==> config.mk <==
export PLATFORM = sky130hd
export DESIGN_NAME = signed_decimal_seven_segment_format_core
export DESIGN_NICKNAME = d
export VERILOG_FILES = /design/src/hw/rtl/sdssf_pkg.sv /design/src/hw/rtl/signed_decimal_seven_segment_format_core.sv /design/src/hw/rtl/sdssf_pipe_ctrl.sv
export SDC_FILE = /design/constraint.sdc
export NUM_CORES = 1
export LEC_CHECK = 0
export BUFFER_PORTS_ARGS = -buffer_cell sky130_fd_sc_hd__buf_4
export CORE_UTILIZATION = 45
export CTS_CLUSTER_SIZE = 10
export DETAILED_ROUTE_END_ITERATION = 16
export PLACE_DENSITY = 0.67
export SYNTH_ARGS = -nofsm -noshare
export SYNTH_HDL_FRONTEND = slang
export SYNTH_SLANG_ARGS = --single-unit
export TNS_END_PERCENT = 50
==> constraint.sdc <==
create_clock -name clk_i -period 8.7 [get_ports clk_i]
set_input_delay 0 -clock clk_i [delete_from_list [all_inputs] [get_ports clk_i]]
set_output_delay 0 -clock clk_i [all_outputs]
set_load 0.1 [all_outputs]
==> src/hw/rtl/sdssf_pkg.sv <==
// ----------------------------------------------------------------------------
// sdssf_pkg
// Shared types, constants and the segment table for the signed decimal
// seven-segment formatter.
// ----------------------------------------------------------------------------
package sdssf_pkg;

  localparam int unsigned NumStages = 6;
  localparam int unsigned ValueW    = 32;
  localparam int unsigned MagW      = 20;
  localparam int unsigned SegW      = 8;
  localparam int unsigned NumDigits = 6;
  localparam int unsigned WordW     = 3 * SegW;

  localparam logic [MagW-1:0] MaxMag   = 20'd999999;
  localparam logic [SegW-1:0] SegBlank = 8'h00;
  localparam logic [SegW-1:0] SegMinus = 8'h40;

  typedef logic [3:0] digit_t;
  typedef logic [SegW-1:0] seg_t;

  typedef struct packed {
    logic [NumStages-1:0] en;
    logic [NumStages-1:0] vld;
  } sdssf_ctrl_t;

  function automatic seg_t seg_encode(input digit_t d);
    seg_t s;
    case (d)
      4'd0:    s = 8'h3f;
      4'd1:    s = 8'h06;
      4'd2:    s = 8'h5b;
      4'd3:    s = 8'h4f;
      4'd4:    s = 8'h66;
      4'd5:    s = 8'h6d;
      4'd6:    s = 8'h7d;
      4'd7:    s = 8'h07;
      4'd8:    s = 8'h7f;
      4'd9:    s = 8'h6f;
      default: s = SegBlank;
    endcase
    return s;
  endfunction

endpackage

==> src/hw/rtl/signed_decimal_seven_segment_format_core.sv <==
// ----------------------------------------------------------------------------
// signed_decimal_seven_segment_format_core
// Throughput: one transaction per cycle through the six-stage pipeline, unless stall_i holds it.
// Stages: sign/saturate, split by 1000, split by 100 and 10, high digits, low digits, encode.
// Reset: asynchronous active-low reset empties the pipeline; no other state.
// ----------------------------------------------------------------------------
module signed_decimal_seven_segment_format_core (
  input  logic                          clk_i,
  input  logic                          rst_ni,
  input  logic                          valid_i,
  output logic                          stall_o,
  input  logic signed [sdssf_pkg::ValueW-1:0] value_i,
  output logic                          valid_o,
  input  logic                          stall_i,
  output logic [sdssf_pkg::WordW-1:0]   low_word_o,
  output logic [sdssf_pkg::WordW-1:0]   high_word_o,
  output logic                          overflow_o
);
  import sdssf_pkg::*;

  sdssf_ctrl_t ctrl;

  sdssf_pipe_ctrl u_ctrl (
    .clk_i       (clk_i),
    .rst_ni      (rst_ni),
    .valid_i     (valid_i),
    .stall_o     (stall_o),
    .out_stall_i (stall_i),
    .ctrl_o      (ctrl)
  );

  // x < 1000: quotient by 100 and by 10 through reciprocal multiplication
  function automatic digit_t div100(input logic [9:0] x);
    logic [23:0] p;
    p = 24'(x) * 24'd10486;
    return p[23:20];
  endfunction

  function automatic logic [6:0] div10(input logic [9:0] x);
    logic [22:0] p;
    p = 23'(x) * 23'd6554;
    return p[22:16];
  endfunction

  function automatic logic [9:0] times10(input logic [6:0] x);
    return (10'(x) << 3) + (10'(x) << 1);
  endfunction

  logic [NumStages-1:0] neg_q, ovf_q;

  // stage 0: sign and saturation
  logic [ValueW-1:0] abs_val;
  logic              sat;
  logic [MagW-1:0]   mag0_q;

  assign abs_val = value_i[ValueW-1] ? (ValueW'(0) - ValueW'(value_i)) : ValueW'(value_i);
  assign sat     = abs_val > ValueW'(MaxMag);

  always_ff @(posedge clk_i) begin
    if (ctrl.en[0]) begin
      neg_q[0] <= value_i[ValueW-1];
      ovf_q[0] <= sat;
      mag0_q   <= sat ? MaxMag : abs_val[MagW-1:0];
    end
    for (int k = 1; k < NumStages; k++) begin
      if (ctrl.en[k]) begin
        neg_q[k] <= neg_q[k-1];
        ovf_q[k] <= ovf_q[k-1];
      end
    end
  end

  // stage 1: thousands quotient
  logic [40:0]     prod1000;
  logic [9:0]      hi1_q;
  logic [MagW-1:0] mag1_q;

  assign prod1000 = 41'(mag0_q) * 41'd1073742;

  always_ff @(posedge clk_i) begin
    if (ctrl.en[1]) begin
      hi1_q  <= prod1000[39:30];
      mag1_q <= mag0_q;
    end
  end

  // stage 2: low part, quotients of the high part
  logic [MagW-1:0] hi_x1000;
  logic [9:0]      lo2_q, hi2_q;
  digit_t          hh2_q;
  logic [6:0]      ht2_q;

  assign hi_x1000 = (MagW'(hi1_q) << 10) - (MagW'(hi1_q) << 4) - (MagW'(hi1_q) << 3);

  always_ff @(posedge clk_i) begin
    if (ctrl.en[2]) begin
      lo2_q <= 10'(mag1_q - hi_x1000);
      hi2_q <= hi1_q;
      hh2_q <= div100(hi1_q);
      ht2_q <= div10(hi1_q);
    end
  end

  // stage 3: high digits, quotients of the low part
  digit_t     d0_3_q, d1_3_q, d2_3_q, lh3_q;
  logic [6:0] lt3_q;
  logic [9:0] lo3_q;

  always_ff @(posedge clk_i) begin
    if (ctrl.en[3]) begin
      d0_3_q <= hh2_q;
      d1_3_q <= 4'(7'(ht2_q - 7'(times10(7'(hh2_q)))));
      d2_3_q <= 4'(hi2_q - times10(ht2_q));
      lh3_q  <= div100(lo2_q);
      lt3_q  <= div10(lo2_q);
      lo3_q  <= lo2_q;
    end
  end

  // stage 4: low digits
  digit_t dig4_q [NumDigits];

  always_ff @(posedge clk_i) begin
    if (ctrl.en[4]) begin
      dig4_q[0] <= d0_3_q;
      dig4_q[1] <= d1_3_q;
      dig4_q[2] <= d2_3_q;
      dig4_q[3] <= lh3_q;
      dig4_q[4] <= 4'(7'(lt3_q - 7'(times10(7'(lh3_q)))));
      dig4_q[5] <= 4'(lo3_q - times10(lt3_q));
    end
  end

  // stage 5: blanking, sign placement and segment encode
  logic [NumDigits:0] blank;
  seg_t               seg [NumDigits];
  logic [WordW-1:0]   low_q, high_q;

  always_comb begin
    blank[0] = 1'b1;
    for (int i = 0; i < NumDigits; i++) begin
      blank[i+1] = blank[i] && (dig4_q[i] == 4'd0) && (i < NumDigits - 1);
    end
    for (int i = 0; i < NumDigits; i++) begin
      if (blank[i+1]) begin
        seg[i] = (neg_q[4] && !blank[i+2 > NumDigits ? NumDigits : i+2]
                  && (i + 1 < NumDigits)) ? SegMinus : SegBlank;
      end else begin
        seg[i] = seg_encode(dig4_q[i]);
      end
    end
  end

  always_ff @(posedge clk_i) begin
    if (ctrl.en[5]) begin
      low_q  <= {seg[5], seg[4], seg[3]};
      high_q <= {seg[2], seg[1], seg[0]};
    end
  end

  assign valid_o     = ctrl.vld[NumStages-1];
  assign low_word_o  = low_q;
  assign high_word_o = high_q;
  assign overflow_o  = ovf_q[NumStages-1];

endmodule

==> src/hw/rtl/sdssf_pipe_ctrl.sv <==
// ----------------------------------------------------------------------------
// sdssf_pipe_ctrl
// Valid tracking and per-stage advance enables for the formatter pipeline;
// bubbles are squeezed out so a stall at the output only holds full stages.
// ----------------------------------------------------------------------------
module sdssf_pipe_ctrl (
  input  logic                  clk_i,
  input  logic                  rst_ni,
  input  logic                  valid_i,
  output logic                  stall_o,
  input  logic                  out_stall_i,
  output sdssf_pkg::sdssf_ctrl_t ctrl_o
);
  import sdssf_pkg::*;

  logic [NumStages-1:0] vld_q, vld_d, en;

  always_comb begin
    en[NumStages-1] = !vld_q[NumStages-1] || !out_stall_i;
    for (int k = NumStages - 2; k >= 0; k--) begin
      en[k] = !vld_q[k] || en[k+1];
    end
  end

  always_comb begin
    vld_d[0] = en[0] ? valid_i : vld_q[0];
    for (int k = 1; k < NumStages; k++) begin
      vld_d[k] = en[k] ? vld_q[k-1] : vld_q[k];
    end
  end

  always_ff @(posedge clk_i or negedge rst_ni) begin
    if (!rst_ni) begin
      vld_q <= '0;
    end else begin
      vld_q <= vld_d;
    end
  end

  assign stall_o    = !en[0];
  assign ctrl_o.en  = en;
  assign ctrl_o.vld = vld_q;

endmodule
Word-level counts from Yosys, hierarchy flattened:

Memory sizes are Yosys's and may differ from the RTL's. A register that Yosys moved wholly into a read port is not among the register bits.
Cells that the tools add are included.

* bits in registers: 151
* memory bits (writable): 24
* ROM bits: 672
* input bits: 36
* output and inout bits: 51
* logic and storage cells: 101
* memories: 7

Memories
* (no name shown): words 16, bits a word 7, read ports 1, clocked after Yosys merged registers in 0, write ports 0, RTL line sdssf_pkg.sv:29 `case (d)`
* (no name shown): words 16, bits a word 7, read ports 1, clocked after Yosys merged registers in 0, write ports 0, RTL line sdssf_pkg.sv:29
* (no name shown): words 16, bits a word 7, read ports 1, clocked after Yosys merged registers in 0, write ports 0, RTL line sdssf_pkg.sv:29
* (no name shown): words 16, bits a word 7, read ports 1, clocked after Yosys merged registers in 0, write ports 0, RTL line sdssf_pkg.sv:29
* (no name shown): words 16, bits a word 7, read ports 1, clocked after Yosys merged registers in 0, write ports 0, RTL line sdssf_pkg.sv:29
* (no name shown): words 16, bits a word 7, read ports 1, clocked after Yosys merged registers in 1, write ports 0, RTL line sdssf_pkg.sv:29
* 1 more memories

* add/subtract/negate cells: 12
* multipliers: 5
* $lt $le $gt $ge: 1
* mux-type cells: 13
* reductions and logical operators: 31

Operator list (count)
* multiplier 10 x 13 -> 23 bit, second input constant: 2
* two-way mux 8 bit: 5
* multiplier 20 x 20 -> 39 bit, second input constant: 1
* multiplier 10 x 12 -> 19 bit, second input constant: 2
* two-way mux 7 bit: 5
* > comparator 32 x 20 -> 1 bit, second input constant: 1
* two-way mux 32 bit: 1
* subtractor 1 x 32 -> 32 bit, first input constant: 1
* logical NOT 4 bit: 5
* subtractor 10 bit: 2
* adder 4 bit: 4
* subtractor 4 bit: 4
* logical NOT 1 bit: 12
* subtractor 1 x 10 -> 10 bit, first input constant: 1
* logical AND 1 bit: 8
* logical OR 1 bit: 6
* two-way mux 1 bit: 2

Longest topological paths before layout:

An unclocked memory read counts as a cell.

* word-level depth: 10
* depth in mapped cells: 20
* mapped depth without buffers: 20

By module:

A second synthesis with hierarchy kept.

* cells, all modules: 1878
* area, all modules: 20319.5 µm²

Modules (own cells, without submodules)
* signed_decimal_seven_segment_format_core: instances 1, cells an instance 1857, area each 20076.8 µm², sequential area each 4894.7 µm²
* sdssf_pipe_ctrl: instances 1, cells an instance 21, area each 242.7 µm², sequential area each 150.1 µm²

Least setup slack after synthesis:

Ideal clock, no wire load.

* kind: register to register
* start point: register mag0_q[2]
* end point: register hi1_q[8], data pin
* library setup time: 0.262 ns
* arrival: 5.280 ns
* required time: 8.438 ns
* setup slack: 3.158 ns
* cell stages (with the launch flop): 21
* path buffers: 0
* period minus slack after synthesis: 5.542 ns
* cell sequence: edfxtp_1 -> ha_1 -> ha_1 -> inv_1 -> fa_1 -> fa_1 -> inv_1 -> fa_1 -> fa_1 -> inv_1 -> fa_1 -> inv_1 -> ha_1 -> nand4_1 -> o21ai_0 -> a31oi_1 -> a31oi_1 -> o221a_2 -> o41ai_1 -> o21bai_1 -> xor2_1

* longest elaborated chain between the ends: 1

RTL lines
* from (decl): RTL line signed_decimal_seven_segment_format_core.sv:54 `logic [MagW-1:0] mag0_q;`
* from (signal assigned): RTL line signed_decimal_seven_segment_format_core.sv:63 `mag0_q <= sat ? MaxMag : abs_val[MagW-1:0];`
* multiplier 20 x 20 -> 39 bit: RTL line signed_decimal_seven_segment_format_core.sv:78 `assign prod1000 = 41'(mag0_q) * 41'd1073742;`
* net prod1000[38]: RTL line signed_decimal_seven_segment_format_core.sv:74 `logic [40:0] prod1000;`
* to (signal assigned): RTL line signed_decimal_seven_segment_format_core.sv:82 `hi1_q <= prod1000[39:30];`
* to (decl): RTL line signed_decimal_seven_segment_format_core.sv:75 `logic [9:0] hi1_q;`

The timed path passes the listed nets, and every way through them passes these cells.
A chain may end at the register's enable or synchronous reset.

Final worst setup path:

* start point: register mag0_q[3]
* end point: register hi1_q[8], data pin

Same word-level chain as after synthesis.

==> results.json <==
{
  "status": "completed",
  "slowest_stage": "o41ai_1",
  "yosysMostFrequentCell": "ha_1",
  "grt_pass1_vias": 13781,
  "port_buffers": 80,
  "cts_root_buf": "clkbuf_16",
  "fmax_ghz": 0.161,
  "cp_data_arrival_time_ns": 6.38,
  "cts_tree": "yes",
  "synthFlopType": "edfxtp_1",
  "vias": 13077,
  "cts_max_level": 4,
  "gr-total-overflow": 0,
  "areaGrowthSynthToFinish_pct": 10.1,
  "path_buf_inv": 4,
  "hold_depth": 3,
  "ys_top_cells_by_area": "ha_1 (28%), edfxtp_1 (24%), fa_1 (21%), inv_1 (8.1%), xnor2_1 (2.6%)",
  "pre_cts_slack_ns": 2.60,
  "cpLargestDelayFamily": "adder cells",
  "die_y_microns": 214,
  "diodes": 0,
  "die_w_microns": 214,
  "cts_buffers": 17,
  "hold_viol_final": 0,
  "worst_slew_pin_slew_ns": 1.16,
  "rsz0062_at_grt": "false",
  "grtUsageTotal": 0.185,
  "worst_path_most_repeated_cell": "fa_1",
  "drt_iter0_markers": 710,
  "cap_violations": 0,
  "yosysUniqueCellTypes": 68,
  "slew_headroom": 0.224,
  "synth_adder_area_share": 0.486,
  "required_ns": 8.88,
  "hpwlAfterDp_microns": 33500,
  "end_kind": "register",
  "vias_per_cell": 5.07,
  "synth-xor-area-share": 0.0350,
  "synth_area_sq_mm": 0.0203,
  "cts.sinks": 169,
  "num_rows": 77,
  "setup_viol": 0,
  "routedWlPerCell_microns": 15.5,
  "holdWs_ns": 0.00718,
  "syn_avg_cell_area_sq_um": 10.8,
  "start_util": 0.457,
  "yosysTopAreaCell": "ha_1",
  "r2r_cells": 20,
  "synth_common_cells": "ha_1 (449), inv_1 (439), fa_1 (211)",
  "async_flop_share": 0.0355,
  "cts.reportedPaths.clkPinSlew_ns": 0.08,
  "slew_viol_final": 0,
  "cts_setup_buffers": 0,
  "synth_top_family_by_area": "adder cells",
  "syn_inst": 1872,
  "grt_pass1_wl_microns": 68000,
  "core_area_sq_mm": 0.0443,
  "synth-edff-count": 163,
  "final.setup.tns_ns": 0,
  "yosysSeqAreaShare": 0.249,
  "reg2reg_from": "mag0_q[3]$_SDFFCE_PP1N_",
  "worst_slack_ns": 2.50,
  "crit_cells": 20,
  "crit_fanout": 7,
  "first_pass_iters": 5,
  "fin_worst_skew_ns": 0.0126,
  "io_pins": 87,
  "routed_wl_microns": 39900,
  "antenna_found_initial": 0,
  "finalCritPeriodShare": 0.713,
  "synth_top_area_frac": 0.277,
  "drive_above_1_share": 0.0695,
  "min_period_ns": 6.20,
  "critPathLaunch": "mag0_q[3]$_SDFFCE_PP1N_",
  "gp_congestion": 0.896,
  "critPathMaxStageDelay_ns": 0.63,
  "hold_class": "in2reg",
  "drc": 0,
  "muxShareOfSynthArea": 0.00111,
  "crit_type": "reg2reg",
  "die-area_sq_mm": 0.0459,
  "drtAntennaViolNets": 0,
  "ys_ff_latch": 169,
  "clockBufferDepth": 2,
  "nNetsFinal": 2670,
  "timing.critical_path.cells": "ha_1 > ha_1 > inv_1 > fa_1 > fa_1 > inv_1 > fa_1 > fa_1 > inv_1 > fa_1 > inv_1 > ha_1 > nand4_1 > o21ai_0 > a31oi_1 > a31oi_1 > o221a_2 > o41ai_1 > o21bai_1 > xor2_1",
  "yosys_warnings": 0,
  "synth-compound-area-share": 0.0751,
  "hold_start": "value_i[12]",
  "clkLatencyLatePin_ns": 0.43,
  "synth_simple_gate_area_frac": 0.0658,
  "grt_start_max_net_pins": 45,
  "start_kind": "register"
}
==> what timing repair did <==
| action | in CTS | in global routing |
|---|---|---|
| endpoints found under the hold margin | 25 | 0 |
| resized for setup | 0 | 0 |
| hold buffers | 21 | 0 |
==> layout make-up <==
class	instances	area (sq um)
well taps	592	741
multi-input cells	1244	13500
inverters	440	1650
flip-flops and latches	169	5040
repair buffers	102	818
fillers	3989	22000
clock buffers	17	425
clock inverters	15	170
==> worst register-to-register path: cells and delay by family, from the launching register on <==
family | cells | cell delay [ns]
and+or+nand+nor | 1 | 0.12
AOI/OAI and AO/OA | 6 | 1.56
xor gates and xnor gates | 1 | 0.17
adders and majority gates | 8 | 3.34
DFF | 1 | 0.54
buffers and inverters | 4 | 0.23
==> per-stage QoR <==
step / util / cells / instance area (sq um)
4_1_cts: 0.503 / 2579 / 22300
5_1_grt: 0.503 / 2579 / 22300
3_5_place_dp: 0.485 / 2526 / 21500
3_3_place_gp: 0.485 / 2526 / 21500
2_1_floorplan: - / 1877 / 20300
6_report: 0.503 / 2579 / 22300
==> path summary, 6_finish.rpt <==
check	endpoint	slack, ns
max	hi1_q[8]$_DFFE_PP_	2.50
min	mag0_q[12]$_SDFFCE_PP0N_	0.007
max reg2reg	hi1_q[8]$_DFFE_PP_	2.50
min reg2reg	ovf_q[2]$_DFFE_PP_	0.42
max in group asynchronous	u_ctrl.vld_q[2]$_DFFE_PN0P_	7.99
min in group asynchronous	u_ctrl.vld_q[5]$_DFFE_PN0P_	0.50
==> per-layer routing <==
| metal | track usage | vias to the layer above | wire length, microns |
|---|---|---|---|
| li1 | - | 6450 | - |
| met1 | 0.241 | 6352 | 18000 |
| met2 | 0.317 | 221 | 19500 |
| met3 | 0.0254 | 54 | 1330 |
| met4 | 0.0574 | 0 | 1040 |
| met5 | 0 | - | 0 |
==> cells by family after synthesis <==
| kind of cell | after synthesis |
|---|---|
| and+or+nand+nor | 264 |
| AOI/OAI and AO/OA | 231 |
| buffers and inverters | 464 |
| DFF | 169 |
| other | 1 |
| adders and majority gates | 660 |
| xor gates and xnor gates | 81 |
| muxes | 2 |
==> cells in the final DEF (no fill, tap or decap), types with 6 or more instances in the layout <==
cell	instances
a21o_1	20
a21oi_1	65
a31oi_1	11
and3_1	10
buf_4	81
clkbuf_16	17
conb_1	6
dfrtp_1	6
dlygate4sd3_1	21
edfxtp_1	163
fa_1	211
ha_1	449
inv_1	439
nand2_1	57
nand2b_1	32
nand3_1	20
nand4_1	14
nor2_1	67
nor2b_1	8
nor3_1	17
o211ai_1	10
o21a_1	8
o21ai_0	41
o22ai_1	15
o31ai_1	9
or2_2	11
or3_1	8
xnor2_1	61
xor2_1	20
==> flip-flops by register name, indices dropped and copies added (netlist names), 6 cells and up <==
register and cells:
mag0_q 20, u_ctrl.vld_q 6, ovf_q 6, low_word_o 21, mag1_q 10, high_word_o 21
dig4_q 24, hi1_q 10, lo2_q 10
Power is not shown: default switching activity piles up to over one toggle a cycle in this logic, so the estimate is an artifact.
